===== src/rtl/rsrg_pkg.sv =====
`default_nettype none
package rsrg_pkg;

    localparam int KEY_W       = 32;
    localparam int HSIZE_W     = 6;
    localparam int MAX_ENTRIES = 32;
    localparam int HSIZE_RESET = 32;

    // Input item: op = 0 carries a key, op = 1 ends the input and drains.
    typedef struct packed {
        logic                    op;
        logic signed [KEY_W-1:0] value;
    } t_in_item;

    typedef struct packed {
        logic signed [KEY_W-1:0] value_res;
        logic                    run_start;
        logic                    last;
    } t_out_item;

    // One heap entry: run mark and key.
    typedef struct packed {
        logic             mark;
        logic [KEY_W-1:0] key;
    } t_entry;

    localparam logic OP_DATA  = 1'b0;
    localparam logic OP_FLUSH = 1'b1;

    typedef enum logic [3:0] {
        S_IDLE,
        S_RM_RD0,
        S_RM_RDL,
        S_RM_LAST,
        S_RM_CHK,
        S_RM_RC1,
        S_RM_RC2,
        S_RM_PLACE,
        S_IN_START,
        S_IN_CHK,
        S_IN_CMP,
        S_IN_PLACE
    } t_state;

    // True when entry a orders strictly before entry b. Entries of the
    // current run come first; within a class the smaller signed key wins.
    function automatic logic entry_before(t_entry a, t_entry b, logic cur);
        logic ca;
        logic cb;
        ca = (a.mark != cur);
        cb = (b.mark != cur);
        if (ca != cb) begin
            return !ca;
        end
        return $signed(a.key) < $signed(b.key);
    endfunction

endpackage
`default_nettype wire


===== src/rtl/rsrg_heap_mem.sv =====
`default_nettype none
module rsrg_heap_mem
    import rsrg_pkg::*;
#(
    parameter int DEPTH = MAX_ENTRIES,
    localparam int AW = (DEPTH > 1) ? $clog2(DEPTH) : 1
) (
    input  wire logic          i_clk,
    input  wire logic          i_we,
    input  wire logic [AW-1:0] i_waddr,
    input  wire t_entry        i_wdata,
    input  wire logic [AW-1:0] i_raddr,
    output t_entry             o_rdata
);

    t_entry r_mem [DEPTH];
    t_entry r_rdata;

    // One write port and one registered read port.
    always_ff @(posedge i_clk) begin
        if (i_we) begin
            r_mem[i_waddr] <= i_wdata;
        end
        r_rdata <= r_mem[i_raddr];
    end

    assign o_rdata = r_rdata;

endmodule
`default_nettype wire


===== src/rtl/rsrg_seq.sv =====
`default_nettype none
module rsrg_seq
    import rsrg_pkg::*;
#(
    parameter int MAX_N = MAX_ENTRIES,
    localparam int AW   = (MAX_N > 1) ? $clog2(MAX_N) : 1,
    localparam int CNTW = $clog2(MAX_N + 1)
) (
    input  wire logic               i_clk,
    input  wire logic               i_rst_n,
    input  wire logic               i_in_valid,
    output logic                    o_in_ready,
    input  wire t_in_item           i_in_item,
    output logic                    o_out_valid,
    input  wire logic               i_out_ready,
    output t_out_item               o_out_item,
    input  wire logic               i_cfg_we,
    input  wire logic [HSIZE_W-1:0] i_cfg_data,
    output logic                    o_mem_we,
    output logic [AW-1:0]           o_mem_waddr,
    output t_entry                  o_mem_wdata,
    output logic [AW-1:0]           o_mem_raddr,
    input  wire t_entry             i_mem_rdata
);

    localparam int EW = (CNTW > HSIZE_W) ? CNTW : HSIZE_W;
    localparam int IW = AW + 2;

    t_state r_state, n_state;
    logic [CNTW-1:0]    r_cnt, n_cnt;
    logic               r_cur, n_cur;
    logic               r_any, n_any;
    logic               r_flush, n_flush;
    logic [HSIZE_W-1:0] r_hsize;
    logic [KEY_W-1:0]   r_val, n_val;
    logic               r_nmark, n_nmark;
    logic [AW-1:0]      r_i, n_i;
    t_entry             r_left, n_left;
    t_entry             r_k, n_k;
    t_entry             r_root, n_root;
    logic               r_oval, n_oval;
    t_out_item          r_oitem, n_oitem;

    logic [EW-1:0] eff;
    logic [EW-1:0] cnt_ext;
    logic [IW-1:0] c_idx;
    logic [IW-1:0] c1_idx;
    logic [IW-1:0] cnt_i;
    logic          c_out;
    logic          c1_in;
    logic [AW-1:0] p_idx;
    logic          out_free;
    logic          right_win;
    t_entry        child;
    logic [AW-1:0] child_idx;
    logic          child_up;
    logic          new_up;
    logic          start_bit;
    t_entry        new_entry;

    // Effective heap size: zero acts as one, too large is clamped.
    always_comb begin
        if (r_hsize == '0) begin
            eff = EW'(1);
        end else if (EW'(r_hsize) > EW'(MAX_N)) begin
            eff = EW'(MAX_N);
        end else begin
            eff = EW'(r_hsize);
        end
    end

    // Child and parent indexes.
    assign cnt_ext   = EW'(r_cnt);
    assign cnt_i     = IW'(r_cnt);
    assign c_idx     = {1'b0, r_i, 1'b1};
    assign c1_idx    = c_idx + IW'(1);
    assign c_out     = (c_idx >= cnt_i);
    assign c1_in     = (c1_idx < cnt_i);
    assign p_idx     = AW'((IW'(r_i) - IW'(1)) >> 1);
    assign out_free  = !r_oval || i_out_ready;
    assign right_win = c1_in && entry_before(i_mem_rdata, r_left, r_cur);
    assign child     = right_win ? i_mem_rdata : r_left;
    assign child_idx = right_win ? c1_idx[AW-1:0] : c_idx[AW-1:0];
    assign child_up  = entry_before(child, r_k, r_cur);
    assign new_entry = '{mark: r_nmark, key: r_val};
    assign new_up    = entry_before(new_entry, i_mem_rdata, r_cur);
    assign start_bit = !r_any || (r_root.mark != r_cur);

    // Next state.
    always_comb begin
        n_state = r_state;
        case (r_state)
            S_IDLE: begin
                if (i_in_valid) begin
                    if (i_in_item.op == OP_FLUSH) begin
                        n_state = (r_cnt == '0) ? S_IDLE : S_RM_RD0;
                    end else if (cnt_ext < eff) begin
                        n_state = S_IN_START;
                    end else begin
                        n_state = S_RM_RD0;
                    end
                end
            end
            S_RM_RD0:  n_state = S_RM_RDL;
            S_RM_RDL:  n_state = S_RM_LAST;
            S_RM_LAST: n_state = S_RM_CHK;
            S_RM_CHK:  n_state = c_out ? S_RM_PLACE : S_RM_RC1;
            S_RM_RC1:  n_state = S_RM_RC2;
            S_RM_RC2:  n_state = child_up ? S_RM_CHK : S_RM_PLACE;
            S_RM_PLACE: begin
                if (out_free) begin
                    if (r_flush) begin
                        n_state = (r_cnt == '0) ? S_IDLE : S_RM_RD0;
                    end else begin
                        n_state = S_IN_START;
                    end
                end
            end
            S_IN_START: n_state = S_IN_CHK;
            S_IN_CHK:   n_state = (r_i == '0) ? S_IN_PLACE : S_IN_CMP;
            S_IN_CMP:   n_state = new_up ? S_IN_CHK : S_IN_PLACE;
            S_IN_PLACE: n_state = S_IDLE;
            default:    n_state = S_IDLE;
        endcase
    end

    // Datapath, memory control and result register.
    always_comb begin
        n_cnt       = r_cnt;
        n_cur       = r_cur;
        n_any       = r_any;
        n_flush     = r_flush;
        n_val       = r_val;
        n_nmark     = r_nmark;
        n_i         = r_i;
        n_left      = r_left;
        n_k         = r_k;
        n_root      = r_root;
        n_oval      = r_oval && !i_out_ready;
        n_oitem     = r_oitem;
        o_in_ready  = 1'b0;
        o_mem_we    = 1'b0;
        o_mem_waddr = r_i;
        o_mem_wdata = new_entry;
        o_mem_raddr = '0;
        case (r_state)
            S_IDLE: begin
                o_in_ready = 1'b1;
                if (i_in_valid) begin
                    n_val   = i_in_item.value;
                    n_nmark = r_cur;
                    n_flush = (i_in_item.op == OP_FLUSH);
                    if (i_in_item.op == OP_FLUSH && r_cnt == '0) begin
                        n_cur = 1'b0;
                        n_any = 1'b0;
                    end
                end
            end
            S_RM_RD0: begin
                o_mem_raddr = '0;
                n_cnt       = r_cnt - CNTW'(1);
            end
            S_RM_RDL: begin
                o_mem_raddr = AW'(r_cnt);
                n_root      = i_mem_rdata;
            end
            S_RM_LAST: begin
                n_k = i_mem_rdata;
                n_i = '0;
            end
            S_RM_CHK: begin
                o_mem_raddr = c_idx[AW-1:0];
            end
            S_RM_RC1: begin
                o_mem_raddr = c1_idx[AW-1:0];
                n_left      = i_mem_rdata;
            end
            S_RM_RC2: begin
                if (child_up) begin
                    o_mem_we    = 1'b1;
                    o_mem_waddr = r_i;
                    o_mem_wdata = child;
                    n_i         = child_idx;
                end
            end
            S_RM_PLACE: begin
                o_mem_we    = (r_cnt != '0);
                o_mem_waddr = r_i;
                o_mem_wdata = r_k;
                if (out_free) begin
                    n_oval            = 1'b1;
                    n_oitem.value_res = r_root.key;
                    n_oitem.run_start = start_bit;
                    n_oitem.last      = r_flush && (r_cnt == '0);
                    if (r_flush && r_cnt == '0) begin
                        n_cur = 1'b0;
                        n_any = 1'b0;
                    end else begin
                        n_cur = r_root.mark;
                        n_any = 1'b1;
                    end
                    if ($signed(r_val) < $signed(r_root.key)) begin
                        n_nmark = !r_root.mark;
                    end else begin
                        n_nmark = r_root.mark;
                    end
                end
            end
            S_IN_START: begin
                n_i   = AW'(r_cnt);
                n_cnt = r_cnt + CNTW'(1);
            end
            S_IN_CHK: begin
                o_mem_raddr = p_idx;
            end
            S_IN_CMP: begin
                if (new_up) begin
                    o_mem_we    = 1'b1;
                    o_mem_waddr = r_i;
                    o_mem_wdata = i_mem_rdata;
                    n_i         = p_idx;
                end
            end
            S_IN_PLACE: begin
                o_mem_we    = 1'b1;
                o_mem_waddr = r_i;
                o_mem_wdata = new_entry;
            end
            default: begin
            end
        endcase
    end

    // Control state.
    always_ff @(posedge i_clk) begin
        if (!i_rst_n) begin
            r_state <= S_IDLE;
            r_cnt   <= '0;
            r_cur   <= 1'b0;
            r_any   <= 1'b0;
            r_flush <= 1'b0;
            r_oval  <= 1'b0;
            r_hsize <= HSIZE_W'(HSIZE_RESET);
        end else begin
            r_state <= n_state;
            r_cnt   <= n_cnt;
            r_cur   <= n_cur;
            r_any   <= n_any;
            r_flush <= n_flush;
            r_oval  <= n_oval;
            if (i_cfg_we) begin
                r_hsize <= i_cfg_data;
            end
        end
    end

    // Payload registers.
    always_ff @(posedge i_clk) begin
        r_val   <= n_val;
        r_nmark <= n_nmark;
        r_i     <= n_i;
        r_left  <= n_left;
        r_k     <= n_k;
        r_root  <= n_root;
        r_oitem <= n_oitem;
    end

    assign o_out_valid = r_oval;
    assign o_out_item  = r_oitem;

    // The fill count never passes the heap depth.
    a_cnt_bound: assert property (@(posedge i_clk) disable iff (!i_rst_n)
        CNTW'(MAX_N) >= r_cnt)
        else $error("heap count exceeds depth");

    // A removal only starts on a heap that holds something.
    a_rm_nonempty: assert property (@(posedge i_clk) disable iff (!i_rst_n)
        (r_state == S_IDLE && i_in_valid && r_cnt == '0) |=> (r_state != S_RM_RD0))
        else $error("removal started on empty heap");

    // The final drained key returns run tracking to its start values.
    a_last_clears: assert property (@(posedge i_clk) disable iff (!i_rst_n)
        (r_state == S_RM_PLACE && out_free && r_flush && r_cnt == '0)
        |=> (!r_any && !r_cur && r_state == S_IDLE))
        else $error("drain end did not clear run state");

    // The memory is never written while waiting for input.
    a_idle_no_write: assert property (@(posedge i_clk) disable iff (!i_rst_n)
        (r_state == S_IDLE) |-> !o_mem_we)
        else $error("heap write while idle");

endmodule
`default_nettype wire


===== src/rtl/replacement_selection_run_generator_unit.sv =====
`default_nettype none
// Replacement-selection run generator. Keys enter as transfers with op = 0;
// until heap_size keys are held nothing comes out, and after that each key
// pops the smallest key of the current run as one result transfer, with
// run_start set where a new run begins. A transfer with op = 1 drains the
// heap in order, flags the final key with last, and starts a new sort. The
// heap lives in one single-port-write, registered-read memory that a
// sequencer walks one level at a time; no new transfer is taken until the
// previous one is done. heap_size is written through i_cfg_we and i_cfg_data;
// the user must write it only while the block is idle, as the block itself
// does not enforce this. Zero acts as one.
module replacement_selection_run_generator_unit
    import rsrg_pkg::*;
#(
    parameter int MAX_N = MAX_ENTRIES
) (
    input  wire logic               i_clk,
    input  wire logic               i_rst_n,
    input  wire logic               i_in_valid,
    output logic                    o_in_ready,
    input  wire t_in_item           i_in_item,
    output logic                    o_out_valid,
    input  wire logic               i_out_ready,
    output t_out_item               o_out_item,
    input  wire logic               i_cfg_we,
    input  wire logic [HSIZE_W-1:0] i_cfg_data
);

    localparam int AW = (MAX_N > 1) ? $clog2(MAX_N) : 1;

    logic          mem_we;
    logic [AW-1:0] mem_waddr;
    t_entry        mem_wdata;
    logic [AW-1:0] mem_raddr;
    t_entry        mem_rdata;

    // Heap store.
    rsrg_heap_mem #(
        .DEPTH(MAX_N)
    ) u_mem (
        .i_clk  (i_clk),
        .i_we   (mem_we),
        .i_waddr(mem_waddr),
        .i_wdata(mem_wdata),
        .i_raddr(mem_raddr),
        .o_rdata(mem_rdata)
    );

    // Heap sequencer and result register.
    rsrg_seq #(
        .MAX_N(MAX_N)
    ) u_seq (
        .i_clk      (i_clk),
        .i_rst_n    (i_rst_n),
        .i_in_valid (i_in_valid),
        .o_in_ready (o_in_ready),
        .i_in_item  (i_in_item),
        .o_out_valid(o_out_valid),
        .i_out_ready(i_out_ready),
        .o_out_item (o_out_item),
        .i_cfg_we   (i_cfg_we),
        .i_cfg_data (i_cfg_data),
        .o_mem_we   (mem_we),
        .o_mem_waddr(mem_waddr),
        .o_mem_wdata(mem_wdata),
        .o_mem_raddr(mem_raddr),
        .i_mem_rdata(mem_rdata)
    );

endmodule
`default_nettype wire


===== config.mk =====
export PLATFORM = sky130hd
export DESIGN_NAME = replacement_selection_run_generator_unit
export DESIGN_NICKNAME = d
export VERILOG_FILES = /design/src/rtl/rsrg_pkg.sv /design/src/rtl/rsrg_heap_mem.sv /design/src/rtl/rsrg_seq.sv /design/src/rtl/replacement_selection_run_generator_unit.sv
export SDC_FILE = /design/constraint.sdc
export NUM_CORES = 2
export LEC_CHECK = 0
export BUFFER_PORTS_ARGS = -buffer_cell sky130_fd_sc_hd__buf_4
export CAP_MARGIN = 30
export CORE_ASPECT_RATIO = 0.5
export CORE_MARGIN = 1.5
export CORE_UTILIZATION = 40
export CTS_CLUSTER_SIZE = 25
export DETAILED_ROUTE_END_ITERATION = 10
export GPL_TIMING_DRIVEN = 0
export PLACE_DENSITY_LB_ADDON = 0.3
export SLEW_MARGIN = 30
export SYNTH_ARGS = -nofsm -noshare
export SYNTH_HDL_FRONTEND = slang
export SYNTH_SLANG_ARGS = --single-unit

===== constraint.sdc =====
create_clock -name i_clk -period 10.4 [get_ports i_clk]
set_input_delay 2.08 -clock i_clk [delete_from_list [all_inputs] [get_ports i_clk]]
set_output_delay 2.08 -clock i_clk [all_outputs]
set_load 0.05 [all_outputs]

---- Word level (Yosys, flattened, before mapping) ----
Memory sizes are Yosys's and may differ from the RTL's. A register that Yosys moved wholly into a read port is not among the register bits.
Cells that the tools add are included.
operators by class
  $add $sub $neg .......................... 4
  magnitude comparators ................... 8
  eq/ne operators ......................... 25
  multiplexer cells ....................... 52
  reduce and logical (&&, ||, !) cells .... 27
operator list
  operator               count
  $lt A32 B32 Y1         4
  $mux W33               3
  $pmux W33 S3           1
  $pmux W4 S11           1
  $pmux W5 S4            2
  $mux W1                27
  $mux W4                5
  $eq A4 B3 Y1 const B   4
  $eq A4 B4 Y1 const B   4
  $mux W5                3
  $logic_not A6 Y1       2
  $mux W6                2
  $pmux W6 S2            1
  $ne A1 B1 Y1           9
  $eq A4 B2 Y1 const B   2
  $ne A2 B1 Y1 const B   4
  $add A6 B1 Y7 const B  1
  $logic_not A1 Y1       7
  $lt A7 B6 Y1           1
  $add A6 B1 Y6 const B  1
  $ge A6 B6 Y1           1
  $gt A6 B6 Y1 const B   1
  $lt A6 B6 Y1           1
  $mux W2                3
  16 further kinds       26
word-level totals
  register bits after elaboration ......... 191
  memory bits (writable) .................. 1056
  input bits .............................. 44
  output and inout bits ................... 36
  memories ................................ 1
memory list
  memory       words  bits a word  rd ports  clocked after Yosys merged registers in  write ports  RTL line             source
  u_mem.r_mem  32     33           1         1                                        1            rsrg_heap_mem.sv:16  t_entry r_mem [DEPTH];

---- Longest topological paths before layout ----
  depth in word-level cells ............... 14
  gate-level depth with buffers ........... 26

---- By module ----
A second synthesis with hierarchy kept.
second synthesis, totals
  cell total of the unflattened synthesis .. 3512
  area, all modules ....................... 54060.6 um^2
modules (own cells, without submodules)
  module         times used  cells an instance  area an instance (um^2)
  rsrg_heap_mem  1           2332               41813.9
  rsrg_seq       1           1180               12246.7

---- Least setup slack after synthesis ----
No wires, ideal clock.
  path kind ............................... reg-to-reg
  start point ............................. register u_seq.r_left[9] in the netlist's numbering
  end point ............................... memory u_mem.r_mem[0][0] in the netlist's numbering (enable)
  arrival ................................. 8.251 ns
  required time ........................... 9.927 ns
  slack ................................... 1.676 ns
  stages on the path, launching flop included .. 27
  path buffers ............................ 3
  path through ............................ edfxtp_1 -> inv_1 -> ha_1 -> a41oi_1 -> o21ai_1 -> a221o_1 -> o311a_1 -> or3_4 -> a21o_1 -> nand2_1 -> clkbuf_1 -> clkbuf_1 -> nand2_1 -> o21ai_0 -> ha_1 -> a21o_1 -> a211oi_1 -> o21ai_1 -> a21o_1 -> a221o_1 -> a211oi_1 -> nor3_1 -> nor4_4 -> o41a_2 -> nor2_1 -> buf_2 -> a211oi_1
on the way
  cells in the longest elaborated chain, start to end .. 12
ends and longest elaborated chain
  what                                                    RTL line             source
  start: declaration                                      rsrg_seq.sv:38       t_entry r_left, n_left;
  start signal: assignment                                rsrg_seq.sv:262      r_left <= n_left;
  $lt A32 B32 Y1                                          rsrg_pkg.sv:55       return $signed(a.key) < $signed(b.key);
  $mux W1                                                 rsrg_pkg.sv:55
  $logic_and A1 B1 Y1                                     rsrg_seq.sv:81       assign right_win = c1_in && entry_before(i_mem_rdata, r_left, r_cur);
  $mux W33 (*)                                            rsrg_seq.sv:82       assign child = right_win ? i_mem_rdata : r_left;
  branches (longest 3 deep; another with $lt A32 B32 Y1)  n/a
  $mux W1 (*)                                             rsrg_pkg.sv:55
  $mux W1 (*)                                             rsrg_seq.sv:179      if (child_up) begin
  $pmux W1 S4 (*)                                         rsrg_seq.sv:146      case (r_state)
  $mux W1 (*)                                             rsrg_heap_mem.sv:21  if (i_we) begin
  $mux W1 (implied by the code) (*)                       rsrg_heap_mem.sv:22  r_mem[i_waddr] <= i_wdata;
  end: declaration                                        rsrg_heap_mem.sv:16
Mark *: on every way between the ends. The select of a mux whose other input is x is not followed.

---- Worst setup path in the final report ----
  start point ............................. register u_seq.r_i[2]
  end point ............................... memory u_mem.r_mem[25][24] in the netlist's numbering (enable)
on the way
  cells in the longest elaborated chain, start to end .. 12
ends and longest elaborated chain
  what                                                     RTL line         source
  start: declaration                                       rsrg_seq.sv:37   logic [AW-1:0] r_i, n_i;
  start signal: assignment                                 rsrg_seq.sv:261  r_i <= n_i;
  branches (longest 12 deep; another with $lt A32 B32 Y1)  n/a
Parallel ways; which one is timed is not known. The select of a mux whose other input is x is not followed.

==> impl_metrics.toml <==
[route]
drtIter0Drc = 4703
wl_um = 170000
drc = 0
antenna_left = 0
vias = 37500
viasPerCell = 5.86
first_pass_iters = 7
routedWlPerCell_um = 26.6

[global_routing]
grt_pass1_wl_um = 246000
grt_pass1_vias = 36300
gr-total-overflow = 0
grtUsageMet3_pct = 4.94
grt-busiest-layer = "met2"
grt_max_degree = 33
met1_usage_pct = 33.2
use_met2_pct = 36.7
antenna_found_initial = 15
grt.total_usage_pct = 23.9

[floorplan]
initial_core_util_pct = 40.3
rows = 96
pin_count = 80
fp.dieH_um = 265
fp.dieW_um = 528
die_area_um2 = 140000
placeableCoreArea_um2 = 137000

[sta]
finalSetupViolations = 0
finClkSkew_ns = 0.0417
fin_setup_tns_ns = 0
max_freq_mhz = 110
finalCriticalPeriod_ns = 9.12
hold_slack_ns = 0.442
rsz0062_at_grt = "false"
slew_headroom_pct = 22.4
slew_violations = 0
worst_slew_pin_slew_ns = 1.16
hold_viol = 0
min_period_over_period_pct = 87.7

[logic_synthesis]
synth_top_family_by_area = "compound AO/OA/AOI/OAI gates"
yosysUniqueCellTypes = 72
synth-seq-cells = 1280
muxShareOfSynthArea_pct = 0.182
synth_seq_area_share_pct = 68.8
synth_xor_area_share_pct = 0.318
synthAdderAreaFrac_pct = 3.49
synth_compound_area_share_pct = 14.4
syn_area_per_cell_um2 = 13.4
synth_ff_type = "edfxtp_1"
ys_warn_count = 0
synth-simple-area-share_pct = 9.82
synthesis.area_um2 = 55100
synthArstFlopShare_pct = 0
syn_inst = 4118
syn-num-nets = 4315
synth_edf_count = 1227

[layout]
stdcell_count = 6400
n_fill_cell = 11700
syn2layout_area_growth_pct = 17.4
utilization_pct = 47.3
stdcell_area_um2 = 64700
fin_nets = 4686
drive_above_1_share_pct = 12.5

[clock_network]
cts_buffer_depth = 3
postCtsSetupRepairBufs = 0
cts_resized = 0
cts_hold_buf = 0
clk_pin_slew_ns = 0.07
root_buffer = "clkbuf_16"
clkSinkCount = 1280
cts_tree = "built"
h-tree-depth = 3
cts_inserted_buffers = 117
clk_latency_ns = 0.76

[setup_path]
cp.required_ns = 10.87
crit_path_start_kind = "register"
cpPeakStageDelay_ns = 0.74
critPathArrivalTime_ns = 9.59
cp_slowest_cell = "clkbuf_1"
path_class = "reg -> reg"
cp_max_fo = 12
end_kind = "register"

[power]
pwr-share-clk_pct = 26.8
peakVddDrop_uv = 154
sequentialPowerShare_pct = 42.0
power.density_nw_per_um2 = 243
switching_share_pct = 35.9
p_sw_mw = 5.65
intPower_mw = 10.1
p_leak_nw = 21.9
combPwrFrac_pct = 31.2

[place]
gp_congestion = 0.951
port_buffers = 78
dp_hpwl_um = 126000
placed_cell_area_um2 = 60900
dp.cells = 6183

[hold_path]
hold_class = "reg -> reg"

[run_status]
status = "finished, final reports clean"

[job]
cap_violations = 0
==> layout make-up <==
class,count,area [um^2],share of cell area (%)
diodes,2,5.00,0.00774
plain buffers,277,1090,1.69
clock buffers,139,3060,4.73
clock inverters,76,619,0.958
inverters,149,559,0.865
multi-input cells,2412,16500,25.5
flip-flops and latches,1280,37900,58.6
well taps,1813,2270,3.51
repair buffers,252,2670,4.12
==> final timing paths <==
kind                                            end  depth (start not counted)            start  slack, ns
worst max-delay path            u_mem.r_mem[25][24]                         28     u_seq.r_i[2]       1.28
worst min-delay path            u_seq.o_out_item[7]                          0  u_seq.r_root[5]       0.44
worst max register to register  u_mem.r_mem[25][24]                         28     u_seq.r_i[2]       1.28
worst min register to register  u_seq.o_out_item[7]                          0  u_seq.r_root[5]       0.44
==> cells in the final DEF (no fill, tap or decap), types with 53 or more instances in the layout <==
cell and count:
clkbuf_16 118, a21oi_1 147, ha_1 152, and2_1 267, a31oi_1 136, a211oi_1 365, a21o_1 62, o21ai_0 90
edfxtp_1 1227, nor3_1 57, nor2_1 54, a311oi_1 132, nand2_1 603, buf_4 81, dfxtp_1 53, clkbuf_1 260
inv_1 146, buf_6 149
==> stage by stage <==
stage	power (mW)	worst slack, ns
floorplan	9.16	1.68
global placement	11.1	-2.13
detailed placement	11.5	1.35
CTS	15.6	1.32
global route	16.3	0.670
finish	15.7	1.28
==> cell usage after synthesis (all sizes together) (5+ instances only) <==
cell type  count  share of area [%]
or3           12               0.15
a311oi       133                2.1
and4           6              0.095
a222oi        31               0.56
nand4         20               0.23
inv          147                1.0
a21oi        147                1.3
a31oi        137                1.6
nor2b         23               0.26
o21a          12               0.16
nand2        603                4.1
nand2b        12               0.15
mux2i         10               0.18
and2         268                3.0
a211oi       409                5.6
a211o          7               0.13
o21ai         93               0.85
nand3         19               0.17
nor3          78               0.89
nor4           5              0.084
ha           152                3.5
xor2           9               0.14
dfxtp         53                1.9
nor2          55               0.37
o211ai         5              0.068
buf           18               0.18
a21o          62               0.85
o31ai         33               0.45
clkbuf       259                1.8
xnor2         11               0.17
edfxtp      1227                 67
==> sequential cells by signal, indices dropped and copies added (netlist names) <==
name	flops
u_mem.r_mem	1056
u_seq.o_out_item	34
u_mem.o_rdata	33
u_seq.r_k	33
u_seq.r_left	33
u_seq.r_root	33
u_seq.r_val	32
u_seq.cnt_ext	6
u_seq.r_hsize	6
u_seq.r_i	5
u_seq.r_state	4
u_seq.o_out_valid	1
u_seq.r_any	1
u_seq.r_cur	1
u_seq.r_flush	1
u_seq.r_nmark	1
==> power by group through the flow <==
| stage | registers (mW) | clock network [mW] | logic (mW) |
|---|---|---|---|
| after floorplan | 6.60 | 0 | 2.56 |
| after detailed placement | 6.70 | 0 | 4.78 |
| after global routing | 6.62 | 4.43 | 5.23 |
| after CTS | 6.59 | 4.25 | 4.80 |
| after global placement | 6.79 | 0 | 4.26 |
| final | 6.60 | 4.22 | 4.90 |
==> metal layers <==
layer,vias up,routed length (um),part of all wire [%]
met4,2,7290,4.3
met2,1870,75600,44
li1,16600,-,-
met5,-,13,0.0076
met3,346,16300,9.6
met1,18700,70900,42
==> cell families (layout without fill, tap and decap cells) <==
group | after synthesis | in the layout
buffers and inverters | 426 | 893
other | 0 | 2
flip-flops | 1280 | 1280
adder cells (fa/ha/maj) | 153 | 153
AO/OA/AOI/OAI | 1109 | 1109
XOR/XNOR | 20 | 20
multiplexers | 10 | 10
AND/OR/NAND/NOR | 1120 | 1120
==> critical path, delay by kind of cell, from the launching register on <==
family | cells | cell delay, ns
AOI/OAI and AO/OA | 9 | 3.06
DFF | 1 | 0.54
and+or+nand+nor | 9 | 1.66
buffers and inverters | 7 | 2.61
adders and majority gates | 2 | 0.70
xor gates and xnor gates | 1 | 0.21
Power figures use the tool's default switching activity.
